**config.mk**
```make
export PLATFORM = sky130hd
export DESIGN_NAME = gmn_queue
export DESIGN_NICKNAME = d
export VERILOG_FILES = /design/src/design/gmn_pkg.sv /design/src/design/gmn_queue.sv
export SDC_FILE = /design/constraint.sdc
export NUM_CORES = 1
export LEC_CHECK = 0
export BUFFER_PORTS_ARGS = -buffer_cell sky130_fd_sc_hd__buf_2
export CAP_MARGIN = 15
export CORE_UTILIZATION = 35
export DETAILED_ROUTE_END_ITERATION = 8
export HOLD_SLACK_MARGIN = 0.12
export PLACE_DENSITY = 0.55
export SLEW_MARGIN = 20
export SYNTH_ARGS = -nofsm -noshare
export SYNTH_HDL_FRONTEND = slang
export SYNTH_SLANG_ARGS = --single-unit
```
**constraint.sdc**
```tcl
create_clock -name clock -period 4.24 [get_ports clock]
set_input_delay 1.06 -clock clock [delete_from_list [all_inputs] [get_ports clock]]
set_output_delay 1.06 -clock clock [all_outputs]
set_load 0.02 [all_outputs]
```
**src/design/gmn_pkg.sv**
```systemverilog
`default_nettype none
package gmn_pkg;

   // item opcodes
   localparam logic OP_LOAD = 1'b0;
   localparam logic OP_EMIT = 1'b1;

   // configuration register indexes
   localparam logic CSR_SAMPLE_TYPE = 1'b0;
   localparam logic CSR_BIG_ENDIAN  = 1'b1;

   localparam logic [7:0] ALPHA_OPAQUE = 8'hFF;
   localparam logic [7:0] GRAY_FLAT    = 8'h7F;

   // classified item passed from front to back
   typedef struct packed {
      logic        op;
      logic [63:0] value;
   } item_type;

   typedef enum logic [2:0] {
      ST_IDLE,
      ST_READ,
      ST_SCALE,
      ST_DIV,
      ST_OUT
   } back_state_type;

endpackage
`default_nettype wire

```
**src/design/gmn_queue.sv**
```systemverilog
`default_nettype none
module gmn_queue (
   input  wire logic              clock,
   input  wire logic              reset,
   input  wire logic              push,
   input  wire gmn_pkg::item_type push_item,
   input  wire logic              pop,
   output gmn_pkg::item_type      pop_item,
   output logic                   empty,
   output logic                   full
);

   gmn_pkg::item_type slot_ff [2];
   logic       wr_ptr_ff, rd_ptr_ff;
   logic [1:0] count_ff;

   // two-entry item queue
   always_ff @(posedge clock) begin
      if (push)
         slot_ff[wr_ptr_ff] <= push_item;
   end

   always_ff @(posedge clock) begin
      if (reset) begin
         wr_ptr_ff <= 1'b0;
         rd_ptr_ff <= 1'b0;
         count_ff  <= 2'd0;
      end else begin
         if (push) wr_ptr_ff <= ~wr_ptr_ff;
         if (pop)  rd_ptr_ff <= ~rd_ptr_ff;
         count_ff <= count_ff + {1'b0, push} - {1'b0, pop};
      end
   end

   assign pop_item = slot_ff[rd_ptr_ff];
   assign empty    = (count_ff == 2'd0);
   assign full     = (count_ff == 2'd2);

endmodule
`default_nettype wire

```
## Word level (Yosys, flattened, before mapping)

Memory sizes are Yosys's and may differ from the RTL's. A register that Yosys moved wholly into a read port is not among the register bits.
Cells that the tools add are included.

- Word-level logic and storage cells: 14
- Memories kept: 1
- Input bits: 69
- Register bits: 4
- Output and inout port bits: 67
- Memory bits (writable): 130

- Add/subtract/negate cells: 2
- Mux-type cells: 4
- Bitwise operators: 2
- Reduce and logical (&&, ||, !) cells: 1
- Equality and inequality tests: 1

Memories:

| memory | words | bits a word | read ports | clocked after memory_dff | wr ports | RTL line | RTL |
|---|---|---|---|---|---|---|---|
| slot_ff | 2 | 65 | 1 | 1 | 1 | gmn_queue.sv:13 | `gmn_pkg::item_type slot_ff [2];` |

Operators with widths:

| operator | number |
|---|---|
| 2-to-1 mux 1 bit | 4 |
| adder 2 x 1 -> 2 bit | 1 |
| equality test 2 bit, second input constant | 1 |
| zero test 2 bit | 1 |
| inverter 1 bit | 2 |
| subtractor 2 x 1 -> 2 bit | 1 |

## Longest topological paths before layout

- Word-level depth: 3
- Depth in mapped cells: 6
- Gate-level depth less buffers: 6

## Worst setup path before layout

Ideal clock, no wire load.

- Path type: input-to-reg
- Start point: in push
- End point: mem slot_ff[0][0] (netlist name) (enable)
- Arrival: 3917 ps
- Path buffers: 0
- Stages: 1
- Required time: 3744 ps
- Setup time: 496 ps
- Path slack: -173 ps
- Path through: nor2b_1

- Cells in the longest elaborated chain, start to end: 2

Ends and longest elaborated chain:

| element | RTL line | RTL |
|---|---|---|
| from (decl) | gmn_queue.sv:5 | `input wire logic push,` |
| 2-to-1 mux 1 bit | gmn_queue.sv:19 | `if (push)` |
| 2-to-1 mux 1 bit (implied by the code) | gmn_queue.sv:20 | `slot_ff[wr_ptr_ff] <= push_item;` |
| to (decl) | gmn_queue.sv:13 |  |

Every way passes these cells.

==> flow_summary.json <==
{
  "synth.area.mux_share": 0.180,
  "postCtsResizedCells": 0,
  "net-switching-power_mw": 0.781,
  "die_footprint_mm2": 0.0151,
  "cts.hold.buffers_added": 0,
  "grt_pass1_wl_um": 12600,
  "path_delay_family": "flip-flops",
  "achievable-frequency_mhz": 326,
  "reg2reg_from": "wr_ptr_ff$_SDFFE_PP0P_",
  "clk_transition_reported_paths_ns": 0.05,
  "remaining_drc_errors": 0,
  "min_from": "rd_ptr_ff$_SDFFE_PP0P_",
  "synth_enable_flop_cells": 130,
  "worstSetupEndpointType": "output port",
  "ff2ff_path_depth": 2,
  "synth-seq-cells": 135,
  "postCtsSetupBuffers": 0,
  "unrepaired_setup_endpoints_after_global_routing": "false",
  "run_status": "completed",
  "ir_drop_uv": 234,
  "htree_levels": 4,
  "p_comb_frac": 0.116,
  "floorplan.initialDensity": 0.364,
  "area.growth.synth_to_final_pct": 29.0,
  "cp_num_buf_inv": 2,
  "min_period_ns": 3.07,
  "postSynthAreaPerCell_um2": 22.9,
  "place.port_buffers": 135,
  "hold_path.class": "flop to flop",
  "timing.final.ws_setup_ns": 1.17,
  "synth_top_family_by_area": "multiplexers",
  "power.leakage_nw": 2.59,
  "peak_per_stage_delay_on_the_critical_path_ns": 0.75,
  "clock_insertion_delay_worst_skew_ns": 0.41,
  "max_slew.worst_pin.slew_ns": 0.927,
  "yosysSeqAreaShare": 0.783,
  "power_report.internal_total_mw": 2.73,
  "critPathLaunchType": "flop",
  "place_worst_setup_slack_ns": 1.52,
  "die_x_um": 123,
  "number_of_hold_violations_in_the_final_report": 0,
  "crit_slowest_cell": "sky130_fd_sc_hd__dfxtp_4",
  "die_y_um": 123,
  "largest_net_degree_at_the_start_of_global_routing": 66,
  "power-per-cell-area_mw_per_mm2": 532,
  "cts_tree": "done",
  "layout.nets": 443,
  "ys_top_cells_by_area": "sky130_fd_sc_hd__edfxtp_1, sky130_fd_sc_hd__mux2_4, sky130_fd_sc_hd__mux2_2",
  "io_pins": 136,
  "floorplan.core_area_mm2": 0.0140,
  "postSynth.topFlopCell": "sky130_fd_sc_hd__edfxtp_1",
  "track_usage": 0.118,
  "syn_area_mm2": 0.00511,
  "synth-compound-area-share": 0,
  "async_reset_ff_frac": 0,
  "worst_r2r_endpoint": "slot_ff[0][5]$_DFFE_PP_",
  "wl_per_cell_um": 15.1,
  "setup.worst_path.class": "flop to output port",
  "post-synth-top-count-cell": "sky130_fd_sc_hd__edfxtp_1",
  "finalClockSkew_ns": 0.00400,
  "first_iter_violations": 126,
  "arrival_ns": 2.01,
  "cts_made_buffers": 17,
  "ys_warn_count": 0,
  "antenna_found_initial": 0,
  "drt_pass1_iterations": 4,
  "finalWeightedCongestion": 0.642,
  "row_count": 43,
  "synth_adder_area_share": 0.00489,
  "switching_share": 0.222,
  "p_seq_frac": 0.455,
  "ant_nets": 0,
  "worst-endpoint-required_ns": 3.18,
  "worstSetupPathDepth": 3,
  "number_of_global_route_vias_before_repair": 2555,
  "fillers": 1220,
  "yosysTopAreaCell": "sky130_fd_sc_hd__edfxtp_1",
  "timing_max_transition_violations_final": 0,
  "postSynthCellCount": 223,
  "critical_path.max_fanout": 35,
  "synth_simple_gate_area_share": 0.00857,
  "synth.net_count": 294,
  "total_length_of_routed_wires_um": 8540,
  "worst-r2r-setup-slack_ns": 2.59,
  "worst_slew_slack_as_a_fraction_of_its_limit": 0.382,
  "post_route_cells_drive_above_1_share": 0.605,
  "antenna_cells": 0,
  "total_power_mw": 3.51,
  "clockBufferDepth": 2,
  "grt_overflow_total": 0,
  "synth-xor-area-share": 0.00783,
  "cts-root-buf": "sky130_fd_sc_hd__clkbuf_16",
  "dpl.hpwl_um": 5220,
  "cp-endpoint": "pop_item[6]",
  "setup_total_negative_slack_ns": 0,
  "yosys.cell_types.count": 13,
  "drv_cap": 0,
  "yosys-top-cells-count": "sky130_fd_sc_hd__edfxtp_1, sky130_fd_sc_hd__mux2_4, sky130_fd_sc_hd__mux2_2, sky130_fd_sc_hd__buf_6",
  "cp_cell_sequence": "buf_12 > mux2_2 > buf_2",
  "finalSetupViolCount": 0,
  "final.period_utilization": 0.724,
  "cts.sinks": 135,
  "drt-vias-per-instance": 4.41,
  "yosysTopAreaCellShare": 0.764,
  "vias_after_detailed_routing": 2492,
  "power.clock.fraction": 0.429
}
## power groups by stage
stage / sequential (mW) / clock [mW] / combinational (mW)
final: 1.60 / 1.51 / 0.407
after global routing: 1.61 / 1.60 / 0.438
after CTS: 1.60 / 1.54 / 0.416
after detailed placement: 1.63 / 0 / 0.414
after global placement: 1.62 / 0 / 0.413
after floorplan: 1.60 / 0 / 0.299
## final cells by class
type	instances	area, um2	share of cell area
timing repair buffer	137	703	0.107
clock inverter	12	178	0.0269
multi-input combinational	79	1040	0.157
clock buffer	20	437	0.0662
inverter	2	7.51	0.00114
sequential	135	4010	0.608
tap	180	225	0.0341
## routing by layer
metal  global-route usage  part of all wire  wire, um  vias to the layer above
li1                     -                 -         -                     1174
met1                0.131              0.41      3510                     1216
met2                0.188              0.50      4240                       89
met3               0.0507             0.073       622                       13
met4               0.0732             0.020       170                        0
met5                    0                 0         0                        -
## worst reg2reg max path, cell delays in order, from the launching register on
cell and delay, ns:
sky130_fd_sc_hd__dfxtp_1 0.35, sky130_fd_sc_hd__nor2b_4 0.19, sky130_fd_sc_hd__buf_4 0.71
## kinds of logic after synthesis
family	count (synthesis)
and+or+nand+nor	9
muxes	65
buffers and inverters	9
xor gates and xnor gates	3
DFF	135
adders and majority gates	2
## placed cells by master, fill, tap and decap left out, drive strengths merged
master    instances
xnor3             1
ha                2
and2              1
edfxtp          130
dfxtp             5
xnor2             2
nor2b             3
mux2             65
clkbuf           20
inv               2
nor2              5
bufinv            4
buf             137
clkinvlp          3
clkinv            5
## sequential cells by signal (all words and copies together), names as in the netlist, named ones only
name / count
slot_ff: 130
count_ff: 2
rd_ptr_ff: 1
wr_ptr_ff: 1
## how the worst min path moves through the flow
stage / end / cells past startpoint
2_1_floorplan: flop / 2
3_3_place_gp: flop / 2
3_5_place_dp: rd_ptr_ff$_SDFFE_PP0P_ / 2
4_1_cts: flop / 2
5_1_grt: flop / 2
6_report: flop / 2
## per-stage QoR
stage          cells  hold WS, ns   util  area (um2)
2_1_floorplan    223        0.480      -        5110
3_3_place_gp     533        0.493  0.426        5980
3_5_place_dp     533        0.500  0.426        5980
4_1_cts          565        0.516  0.470        6600
5_1_grt          565        0.554  0.470        6600
6_report         565        0.509  0.470        6600
No activity file was read; power rests on OpenSTA's default activity.
