==> src/design/gmn_pkg.sv <==
`default_nettype none
package gmn_pkg;

   // item opcodes
   localparam logic OP_LOAD = 1'b0;
   localparam logic OP_EMIT = 1'b1;

   // configuration register indexes
   localparam logic CSR_SAMPLE_TYPE = 1'b0;
   localparam logic CSR_BIG_ENDIAN  = 1'b1;

   localparam logic [7:0] ALPHA_OPAQUE = 8'hFF;
   localparam logic [7:0] GRAY_FLAT    = 8'h7F;

   // classified item passed from front to back
   typedef struct packed {
      logic        op;
      logic [63:0] value;
   } item_type;

   typedef enum logic [2:0] {
      ST_IDLE,
      ST_READ,
      ST_SCALE,
      ST_DIV,
      ST_OUT
   } back_state_type;

endpackage
`default_nettype wire

==> src/design/gmn_front.sv <==
`default_nettype none
module gmn_front (
   input  wire logic              clock,
   input  wire logic              reset,
   input  wire logic              csr_valid,
   input  wire logic              csr_index,
   input  wire logic [2:0]        csr_wdata,
   input  wire logic              accept,
   input  wire logic              req_op,
   input  wire logic [63:0]       req_sample,
   output gmn_pkg::item_type      item
);

   logic [2:0] sample_type_ff;
   logic       big_endian_ff;

   // configuration registers
   always_ff @(posedge clock) begin
      if (reset) begin
         sample_type_ff <= 3'd0;
         big_endian_ff  <= 1'b0;
      end else if (csr_valid) begin
         case (csr_index)
            gmn_pkg::CSR_SAMPLE_TYPE: sample_type_ff <= csr_wdata;
            gmn_pkg::CSR_BIG_ENDIAN:  big_endian_ff  <= csr_wdata[0];
            default: ;
         endcase
      end
   end

   logic [63:0] masked;
   logic [63:0] swapped;
   logic [63:0] biased;

   // mask to sample width, optional byte swap, sign bias
   always_comb begin
      masked  = req_sample;
      swapped = 64'd0;
      biased  = 64'd0;
      case (sample_type_ff[2:1])
         2'd0: begin
            masked  = {56'd0, req_sample[7:0]};
            swapped = masked;
            biased  = swapped ^ 64'h80;
         end
         2'd1: begin
            masked  = {48'd0, req_sample[15:0]};
            swapped = {48'd0, masked[7:0], masked[15:8]};
            biased  = (big_endian_ff ? swapped : masked) ^ 64'h8000;
         end
         2'd2: begin
            masked  = {32'd0, req_sample[31:0]};
            swapped = {32'd0, masked[7:0], masked[15:8], masked[23:16], masked[31:24]};
            biased  = (big_endian_ff ? swapped : masked) ^ 64'h8000_0000;
         end
         default: begin
            masked  = req_sample;
            swapped = {masked[7:0], masked[15:8], masked[23:16], masked[31:24],
                       masked[39:32], masked[47:40], masked[55:48], masked[63:56]};
            biased  = (big_endian_ff ? swapped : masked) ^ 64'h8000_0000_0000_0000;
         end
      endcase
      item.op    = req_op;
      if (sample_type_ff[0])
         item.value = biased;
      else if (big_endian_ff)
         item.value = swapped;
      else
         item.value = masked;
      if (!accept)
         item.op = req_op;
   end

endmodule
`default_nettype wire

==> config.mk <==
export PLATFORM = sky130hd
export DESIGN_NAME = gmn_front
export DESIGN_NICKNAME = d
export VERILOG_FILES = /design/src/design/gmn_pkg.sv /design/src/design/gmn_front.sv
export SDC_FILE = /design/constraint.sdc
export NUM_CORES = 1
export LEC_CHECK = 0
export BUFFER_PORTS_ARGS = -buffer_cell sky130_fd_sc_hd__buf_4
export CAP_MARGIN = 15
export CORE_MARGIN = 2
export CORE_UTILIZATION = 44
export CTS_CLUSTER_DIAMETER = 100
export DETAILED_ROUTE_END_ITERATION = 8
export GPL_TIMING_DRIVEN = 0
export PLACE_DENSITY = 0.86
export SYNTH_ARGS = -nofsm -noshare
export SYNTH_HDL_FRONTEND = slang
export SYNTH_SLANG_ARGS = --single-unit
export TNS_END_PERCENT = 1
==> constraint.sdc <==
create_clock -name clock -period 2.8 [get_ports clock]
set_clock_uncertainty 0.15 [all_clocks]
set_input_delay 0.28 -clock clock [delete_from_list [all_inputs] [get_ports clock]]
set_output_delay 0.28 -clock clock [all_outputs]
set_load 0.03 [all_outputs]
## Yosys cells after proc, flatten, opt, wreduce, memory -nomap -nowiden

Index checks and enable logic that the tools add are counted.

| storage, ports and cells | value |
|---|---|
| bits in registers | 4 |
| input bits | 73 |
| output and inout port bits | 65 |
| word-level logic and storage cells | 20 |

| operators by class | value |
|---|---|
| equal/unequal tests | 2 |
| mux-type cells | 8 |
| bitwise operators | 5 |
| reduce and logical (&&, ||, !) cells | 3 |

Operators with widths:

| cell | count |
|---|---|
| one-hot mux 64 bit (3 select lines) | 3 |
| two-way mux 64 bit | 3 |
| two-way mux 32 bit | 1 |
| two-way mux 16 bit | 1 |
| NOT 1 bit | 5 |
| AND reduction 2 bit | 2 |
| == test 2 x 1 -> 1 bit (second input constant) | 1 |
| == test 2 bit (second input constant) | 1 |
| logical NOT 2 bit | 1 |

## Longest topological paths before layout

Gate-level depths: netlist of the first run.

| logic depth | value |
|---|---|
| depth after elaboration | 4 |
| mapped depth | 6 |
| gate-level depth less buffers | 3 |

## Least setup slack after synthesis of the first run

No wires, ideal clock.

| path | value |
|---|---|
| kind | register -> output |
| start | reg big_endian_ff |
| end | out item[10] in the netlist's numbering |
| data arrival time | 1715 ps |
| required time | 2370 ps |
| setup slack | 655 ps |
| stages on the path, launching flop included | 6 |
| buffers on the path | 4 |
| cells stage by stage | dfxtp_1 buf_6 buf_2 buf_4 buf_2 a221oi_1 |

RTL lines:

| item | line | source |
|---|---|---|
| from (decl) | gmn_front.sv:15 | `logic big_endian_ff;` |
| from (signal assigned) | gmn_front.sv:25 | `gmn_pkg::CSR_BIG_ENDIAN: big_endian_ff <= csr_wdata[0];` |
| to (decl) | gmn_front.sv:11 | `output gmn_pkg::item_type item` |

==> impl_metrics.json, run 1 <==
{
  "fin_crit_ps": 2320,
  "endpoint_kind": "output port",
  "clk_pin_slew_ps": 30,
  "status": "completed",
  "netlist_top_cells_area": "mux2i_1 25%, nor2_1 10%, a21oi_1 5.9%",
  "grt_max_degree": 11,
  "grt_pass1_wl_mm": 11.9,
  "ys_types": 35,
  "crit_required_ps": 2370,
  "wl_mm": 7.91,
  "crit_path_max_incr_delay_ps": 530,
  "synth-edff-count": 0,
  "vias_per_cell": 6.00,
  "drv_slew": 0,
  "syn_area_um2": 1790,
  "drc": 0,
  "max_freq_ghz": 0.430,
  "yosys.area.top_type": "mux2i_1",
  "grt_pass1_vias": 2550,
  "power_density_nw_per_um2": 211,
  "crit_type": "register to output port",
  "fillCellCount": 361,
  "row_count": 23,
  "die_w_um": 67.7,
  "layout.nets": 482,
  "drive_gt1_share_pct": 40.8,
  "r2r-end": "big_endian_ff",
  "start_kind": "register",
  "dieArea_um2": 4590,
  "arrival_ps": 1890,
  "finalSetupViolations": 0,
  "antenna_found_initial": 0,
  "syn_to_final_growth_pct": 62.5,
  "syn_area_per_cell_um2": 6.64,
  "wire_per_inst_um": 17.3,
  "finalHoldViolCount": 0,
  "numCtsBuffers": 3,
  "postRouteAntennaNets": 0,
  "clk_path_buf_depth": 2,
  "synth_top_area_share_pct": 25.2,
  "synth_top_flop_cell": "dfxtp_1",
  "relSlewSlack_pct": 58.3,
  "dp_hpwl_mm": 6.01,
  "synth_fp_nets": 342,
  "power_frac_comb_pct": 69.6,
  "switching_share_pct": 43.8,
  "via_count": 2741,
  "crit_family": "buffers and inverters",
  "ir_drop_v": 0.000260,
  "cts.htree.levels": 1,
  "clock_sinks": 4,
  "crit_slowest_cell": "clkbuf_1",
  "p_sw_uw": 268,
  "power_frac_seq_pct": 10.3,
  "holdPathEnd": "big_endian_ff",
  "cp_num_cells": 5,
  "worst_hold_slack_ps": 98.4,
  "antenna_cells": 0,
  "hp-start": "reset",
  "min_period_over_period_pct": 83.0,
  "clk-insertion-delay-late_ps": 220,
  "die_h_um": 67.7,
  "synth_cells": 269,
  "final_cell_mix": "143 x buf_4, 48 x nor2_1, 45 x mux2i_1",
  "ys_seq_elements": 4,
  "cts_resized": 0,
  "rsz0062_at_grt": "false",
  "min_path_cells": 2,
  "tns_ps": 0,
  "ys.warnings.count": 0,
  "p_int_uw": 344,
  "worstMarginPinSlew_ps": 625,
  "start_util_pct": 45.3,
  "path_cells": "buf_2 > nand2_1 > clkbuf_1 > nor2_1 > buf_4",
  "reg2reg_from": "big_endian_ff",
  "async_flop_share_pct": 0,
  "drt_iter0_markers": 243,
  "postCtsHoldBufs": 0,
  "cp_max_fo": 10,
  "min_path_type": "input pin to register",
  "power.leakage_nw": 1.34,
  "rrSetupSlack_ps": 1260,
  "first_pass_iters": 5,
  "final_core_util_pct": 73.7,
  "mostFrequentLayoutCell": "buf_4",
  "track_usage_pct": 33.2,
  "ios": 138,
  "gr-total-overflow": 0,
  "cts_setup_buffers": 0,
  "cts_root_buf": "clkbuf_8",
  "critPathBufInv": 3,
  "worst_r2r_path_depth": 6,
  "power_uw": 612,
  "cts_tree": "built",
  "gp_congestion": 0.893,
  "yosysSeqAreaShare_pct": 4.48,
  "port_buffers": 135,
  "maxCapViolCount": 0,
  "power.share.clock_pct": 20.2,
  "core_area_um2": 3940
}
## cell usage after synthesis, types with 2 or more instances
cell type / n
inv_1: 5
a21boi_0: 2
o21ai_0: 12
o2bb2ai_1: 3
buf_4: 8
buf_2: 13
mux2i_1: 45
nand2b_1: 16
nand3_1: 9
nor2_1: 48
a21oi_1: 21
a31oi_1: 8
clkbuf_1: 6
a211o_1: 8
a221o_1: 4
nand4_1: 7
a221oi_1: 2
nand2_1: 12
dfxtp_1: 4
o22ai_1: 3
nand3b_1: 8
a211oi_1: 12
## worst max path at each step
stage               end  slack (ps)               from
6_report       item[39]         480  sample_type_ff[1]
5_1_grt        item[10]         400  sample_type_ff[1]
4_1_cts        item[10]         510  sample_type_ff[1]
3_5_place_dp   item[10]         740  sample_type_ff[1]
3_3_place_gp   item[10]         720  sample_type_ff[1]
2_1_floorplan  item[10]         650      big_endian_ff
## area by class of cell
cell class                      instances  area (µm²)  area share, %
Multi-Input combinational cell        231        1530           52.5
Timing Repair Buffer                  135        1010           34.9
Buffer                                 28         159           5.47
Sequential cell                         4        80.1           2.76
Tap cell                               50        62.6           2.15
Clock buffer                            3        41.3           1.42
Inverter                                6        22.5          0.776
## sequential cells by signal, indices dropped and copies added (netlist names)
register and cells:
big_endian_ff 1, sample_type_ff 3
## cell families (layout without fill, tap and decap cells)
| group | count (synthesis) | in the layout | synth area share [%] |
|---|---|---|---|
| flops | 4 | 4 | 4.48 |
| mux | 47 | 47 | 26.7 |
| compound gates | 77 | 77 | 28.9 |
| simple gates | 106 | 106 | 29.3 |
| xor+xnor | 1 | 1 | 0.490 |
| buf+inv | 34 | 172 | 10.2 |
## power groups by stage
stage | sequential (mW) | clock (mW) | combinational, mW
2_1_floorplan | 0.0629 | 0 | 0.234
3_3_place_gp | 0.0635 | 0 | 0.411
5_1_grt | 0.0632 | 0.126 | 0.453
3_5_place_dp | 0.0636 | 0 | 0.418
6_report | 0.0630 | 0.123 | 0.426
4_1_cts | 0.0628 | 0.122 | 0.421
## layer usage
layer	up-vias	track usage, %	wire length (µm)
li1	1266	-	-
met1	1279	41.5	3180
met2	172	58.0	3780
met3	24	5.00	740
met4	0	10.5	212
met5	-	0	0
## through the flow
step	setup slack [ps]	cells	area [µm²]
6_report	475	457	2900
5_1_grt	399	457	2900
3_5_place_dp	744	454	2860
4_1_cts	508	457	2900
3_3_place_gp	721	454	2860
2_1_floorplan	655	269	1790
Power figures use the tool's default switching activity.
==> run 2: changes to the inputs <==
--- a/config.mk
+++ b/config.mk
@@ -5,14 +5,15 @@
 export SDC_FILE = /design/constraint.sdc
 export NUM_CORES = 1
 export LEC_CHECK = 0
+export ABC_AREA = 1
 export BUFFER_PORTS_ARGS = -buffer_cell sky130_fd_sc_hd__buf_4
 export CAP_MARGIN = 15
 export CORE_MARGIN = 2
-export CORE_UTILIZATION = 44
+export CORE_UTILIZATION = 36
 export CTS_CLUSTER_DIAMETER = 100
 export DETAILED_ROUTE_END_ITERATION = 8
 export GPL_TIMING_DRIVEN = 0
-export PLACE_DENSITY = 0.86
+export PLACE_DENSITY = 0.77
 export SYNTH_ARGS = -nofsm -noshare
 export SYNTH_HDL_FRONTEND = slang
 export SYNTH_SLANG_ARGS = --single-unit
==> constraint.sdc (replaced) <==
create_clock -name clock -period 1.9 [get_ports clock]
set_clock_uncertainty 0.15 [all_clocks]
set_input_delay 0.19 -clock clock [delete_from_list [all_inputs] [get_ports clock]]
set_output_delay 0.19 -clock clock [all_outputs]
set_load 0.03 [all_outputs]
==> run 2 against run 1 <==
The flow now finishes with violations (negative setup slack). Hold slack got worse by 74 ps. Synthesized area fell by 7.8%. Sequential cell count did not move. Largest cell class unchanged. Largest power group unchanged. Highest routed layer unchanged.
==> impl_metrics.json, run 2 <==
{
  "grt_pass1_wl_mm": 13.2,
  "final_cell_mix": "143 x buf_4, 132 x nand2_1, 33 x a21oi_1",
  "numCtsBuffers": 3,
  "ys_top_cells_by_count": "134 x nand2_1, 33 x a21oi_1, 29 x nand3_1, 28 x nor2_1, 20 x inv_1",
  "track_usage_pct": 32.3,
  "port_buffers": 135,
  "cts_tree": "built",
  "ys_types": 25,
  "clk_pin_slew_ps": 30,
  "startpoint": "sample_type_ff[2]",
  "reg2reg_from": "big_endian_ff",
  "status": "finished with violations",
  "gp_congestion": 0.974,
  "grt_max_degree": 11,
  "synth_cells": 334,
  "maxCapViolCount": 0,
  "ios": 138,
  "stdcell_count": 527,
  "place_inst": 521,
  "worst_r2r_path_depth": 3,
  "max_freq_ghz": 0.526,
  "finalSetupViolations": 1,
  "start_util_pct": 37.6,
  "largest_register_ffs": 3,
  "yosys.area.top_type": "nand2_1",
  "drv_slew": 0,
  "clock_sinks": 4,
  "ys.warnings.count": 0,
  "drt_iter0_markers": 345,
  "start_kind": "register",
  "syn_area_um2": 1650,
  "rrSetupSlack_ps": 640,
  "synth_top_area_share_pct": 30.5,
  "cts.htree.levels": 1,
  "power_mw": 1.05,
  "layout.nets": 550,
  "die_w_um": 71.6,
  "vias_per_cell": 5.86,
  "relSlewSlack_pct": 80.9,
  "power_density_nw_per_um2": 368,
  "setup_slack_ps": -2.71,
  "min_period_over_period_pct": 100,
  "crit_required_ps": 1560,
  "worst_hold_slack_ps": 24.0,
  "drc": 0,
  "die_h_um": 71.6,
  "r2r-end": "big_endian_ff",
  "antenna_cells": 0,
  "ys_seq_elements": 4,
  "power.leakage_nw": 1.50,
  "gr-total-overflow": 0,
  "synth_top_flop_cell": "dfxtp_1",
  "clk_path_buf_depth": 2,
  "wl_mm": 9.00,
  "syn_area_per_cell_um2": 4.93,
  "endpoint": "item[0]",
  "fin_crit_ps": 1900,
  "ir_drop_v": 0.000202,
  "cts_root_buf": "clkbuf_8",
  "clk-insertion-delay-late_ps": 220,
  "finalHoldViolCount": 0,
  "postRouteAntennaNets": 0,
  "reg.largest.list": "sample_type_ff x3, big_endian_ff x1",
  "wire_per_inst_um": 17.1,
  "netlist_top_cells_area": "nand2_1 31%, a21oi_1 10%, nand3_1 8.8%",
  "dp_hpwl_mm": 6.47,
  "async_flop_share_pct": 0,
  "endpoint_kind": "output port",
  "via_count": 3090,
  "cp_max_fo": 9,
  "dieArea_um2": 5130,
  "core_area_um2": 4380,
  "yosysMostFrequentCell": "nand2_1",
  "antenna_found_initial": 0,
  "synth-edff-count": 0,
  "largest-register": "sample_type_ff",
  "drive_gt1_share_pct": 37.3,
  "crit_type": "register to output port",
  "first_pass_iters": 6,
  "yosysSeqAreaShare_pct": 4.86,
  "min_path_type": "input pin to register",
  "synth_fp_nets": 407,
  "grt_pass1_vias": 2799,
  "row_count": 24,
  "syn_to_final_growth_pct": 72.8,
  "rsz0062_at_grt": "true",
  "mostFrequentLayoutCell": "buf_4",
  "violations": "negative setup slack",
  "worstMarginPinSlew_ps": 287,
  "arrival_ps": 1560
}
run 2: changes by cell type after synthesis, sizes merged, moves of 13 or more:
cell / previous run / this run
mux2i: 45 / 0
nand2b: 16 / 0
nand2: 12 / 136
inv: 5 / 24
nor2: 48 / 31
nand3: 9 / 29
o211ai: 0 / 13
run 2: final cells by class:
cell class              instances  area, µm²
repair buffers                138       1040
inverters                      24        100
fillers                       430       1540
plain buffers                  23        175
well taps                      52       65.1
flip-flops and latches          4       80.1
clock buffers                   3       41.3
multi-input cells             283       1350
run 2: worst min-delay path by stage:
stage,from,to,depth (start not counted)
after floorplan,reset,big_endian_ff,1
after global placement,reset,sample_type_ff[2],2
after detailed placement,reset,sample_type_ff[1],2
after CTS,reset,sample_type_ff[2],2
after global routing,reset,sample_type_ff[2],2
final,reset,sample_type_ff[2],2
run 2: power by group:
| part | internal (mW) | switching (mW) | total, mW |
|---|---|---|---|
| logic | 0.297 | 0.470 | 0.767 |
| clock network | 0.135 | 0.0491 | 0.185 |
| registers | 0.0904 | 0.00596 | 0.0963 |
run 2: what timing repair did:
action | in CTS | in global routing
endpoints found under the hold margin | 0 | 0
gates resized for setup | 3 | 17
setup buffers | 0 | 3
setup endpoints to repair | 14 | 32
hold buffers | 0 | 0
run 2: cell families after synthesis:
| logic type | share of synthesized area [%] |
|---|---|
| buffers and inverters | 14.6 |
| AOI/OAI and AO/OA | 30.0 |
| DFF | 4.86 |
| and+or+nand+nor | 50.5 |
run 2: layer usage:
metal	GRT usage, %	wire length (µm)	vias to the layer above
met4	15.5	354	0
met2	53.5	4240	273
li1	-	-	1405
met3	5.49	1160	43
met5	0	0	-
met1	40.6	3250	1369
run 2: worst max-delay path, stage by stage, from the launching register on:
cell and delay, ps:
dfxtp_1 300, buf_6 150, buf_4 150, nor2_4 200, nand2_1 90, o21ai_0 110
nand2_1 80, nand3_1 90, buf_4 160
run 2: through the flow:
stage / util [%] / area [µm²] / setup slack [ps] / setup TNS [ps]
after detailed placement: 62.2 / 2730 / 130 / 0
after floorplan: - / 1650 / 125 / 0
after global placement: 62.2 / 2730 / 167 / 0
after CTS: 63.3 / 2770 / 0.122 / 0
final: 64.9 / 2850 / -2.71 / -2.71
after global routing: 64.9 / 2850 / -44.9 / -172
==> run 3: changes to the inputs <==
--- a/config.mk
+++ b/config.mk
@@ -6,7 +6,7 @@
 export NUM_CORES = 1
 export LEC_CHECK = 0
 export ABC_AREA = 1
-export BUFFER_PORTS_ARGS = -buffer_cell sky130_fd_sc_hd__buf_4
+export BUFFER_PORTS_ARGS = -buffer_cell sky130_fd_sc_hd__buf_2
 export CAP_MARGIN = 15
 export CORE_MARGIN = 2
 export CORE_UTILIZATION = 36
==> run 3 against run 2 <==
The run now ends clean. Critical path depth fell by 2. Final cell count rose by 0.38%. Fmax rose by 1.2%. First-iteration DRC count fell by 20%. Hold slack improved by 7.2 ps. Sequential cell count did not move. Combinational power fell by 9.3%. Final area fell by 8.7%. Count of clock-buffer cells in the layout did not move. Wire length fell by 6.2%. Core utilization fell by 5.7 points. Critical path type unchanged. Critical endpoint is now item[18]. Largest cell class unchanged.
==> impl_metrics.json, run 3 (synthesis results as in run 2) <==
{
  "status": "completed",
  "fillCellCount": 460,
  "syn_to_final_growth_pct": 57.8,
  "fin_crit_ps": 1880,
  "place_inst": 521,
  "ios": 138,
  "setup_slack_ps": 19.4,
  "antenna_found_initial": 0,
  "endpoint_kind": "output port",
  "dp_slack_ps": 116,
  "track_usage_pct": 30.8,
  "finalHoldViolCount": 0,
  "cp_num_cells": 6,
  "rrSetupSlack_ps": 640,
  "cp_max_fo": 10,
  "cts_root_buf": "clkbuf_8",
  "wl_mm": 8.44,
  "rsz0062_at_grt": "true",
  "clk-insertion-delay-late_ps": 230,
  "drive_gt1_share_pct": 37.5,
  "finalSetupViolations": 0,
  "largest-register": "sample_type_ff",
  "drc": 0,
  "final_core_util_pct": 59.2,
  "worstMarginPinSlew_ps": 262,
  "min_path_type": "input pin to register",
  "crit_family": "buffers and inverters",
  "ir_drop_v": 0.000309,
  "antenna_cells": 0,
  "die_w_um": 71.6,
  "vias_per_cell": 5.71,
  "dieArea_um2": 5130,
  "die_h_um": 71.6,
  "grt_pass1_wl_mm": 12.6,
  "grt_max_degree": 11,
  "max_freq_ghz": 0.532,
  "place_area_um2": 2390,
  "min_path_cells": 2,
  "gr-total-overflow": 0,
  "largest_register_ffs": 3,
  "numCtsBuffers": 3,
  "dp_hpwl_mm": 6.03,
  "power.leakage_nw": 1.45,
  "clk_path_buf_depth": 2,
  "reg.largest.list": "sample_type_ff x3, big_endian_ff x1",
  "maxCapViolCount": 0,
  "start_util_pct": 37.6,
  "clock_sinks": 4,
  "port_buffers": 135,
  "wire_per_inst_um": 15.9,
  "cts_tree": "built",
  "layout.nets": 552,
  "clk_pin_slew_ps": 30,
  "min_period_over_period_pct": 99.0,
  "stdcell_count": 529,
  "mostFrequentLayoutCell": "nand2_1",
  "cts.htree.levels": 1,
  "crit_slowest_cell": "dfxtp_1",
  "drt_iter0_markers": 277,
  "core_area_um2": 4380,
  "relSlewSlack_pct": 82.5,
  "postCtsHoldBufs": 0,
  "finalInstanceArea_um2": 2600,
  "path_cells": "buf_6 > inv_2 > nand2_4 > buf_2 > o211ai_1 > buf_4",
  "arrival_ps": 1540,
  "drv_slew": 0,
  "via_count": 3019,
  "crit_path_max_incr_delay_ps": 300,
  "first_pass_iters": 7,
  "power_density_nw_per_um2": 379,
  "final_cell_mix": "132 x nand2_1, 123 x buf_2, 33 x a21oi_1",
  "tns_ps": 0,
  "gp_congestion": 0.970,
  "crit_required_ps": 1560,
  "critPathBufInv": 4,
  "grt_pass1_vias": 2667,
  "postRouteAntennaNets": 0,
  "start_kind": "register",
  "row_count": 24,
  "crit_type": "register to output port",
  "worst_r2r_path_depth": 3
}
run 3: final timing paths:
path                                        start                 to
worst min-delay path                        reset  sample_type_ff[1]
worst max register to register      big_endian_ff      big_endian_ff
worst max-delay path            sample_type_ff[1]           item[18]
worst min register to register  sample_type_ff[0]  sample_type_ff[0]
run 3: final cells by class:
type / count / area [µm²] / share of cell area (%)
Tap cell: 52 / 65.1 / 2.50
Multi-Input combinational cell: 283 / 1340 / 51.6
Inverter: 24 / 97.6 / 3.76
Sequential cell: 4 / 81.3 / 3.13
Buffer: 23 / 191 / 7.37
Timing Repair Buffer: 140 / 779 / 30.0
Clock buffer: 3 / 41.3 / 1.59
run 3: through the flow:
step	hold WS (ps)	total power, mW
2_1_floorplan	118	0.499
3_3_place_gp	260	0.732
6_report	31.2	0.985
3_5_place_dp	260	0.736
4_1_cts	20.0	0.944
5_1_grt	30.4	1.04
run 3: routing by layer:
| metal | GRT usage, % | up-vias | wire, µm |
|---|---|---|---|
| met2 | 50.9 | 270 | 3940 |
| met1 | 40.1 | 1301 | 3150 |
| met4 | 11.1 | 0 | 221 |
| met5 | 0 | - | 0 |
| li1 | - | 1412 | - |
| met3 | 5.49 | 36 | 1130 |
run 3: power by group:
| part | switching, mW | total, mW | internal [mW] |
|---|---|---|---|
| combinational | 0.457 | 0.696 | 0.239 |
| sequential | 0.00610 | 0.0967 | 0.0906 |
| clock | 0.0562 | 0.192 | 0.136 |
| total | 0.519 | 0.985 | 0.466 |
run 3: repair_timing:
item | 4_1_cts | 5_1_grt
gates resized for setup | 14 | 34
gates cloned | 0 | 2
pin swaps | 0 | 2
setup endpoints to repair | 20 | 47
setup buffers | 0 | 3
run 3: worst reg2reg max path, stage by stage, from the launching register on:
cell and delay (ps):
dfxtp_1 370, inv_2 140, clkbuf_4 240, a211oi_1 260
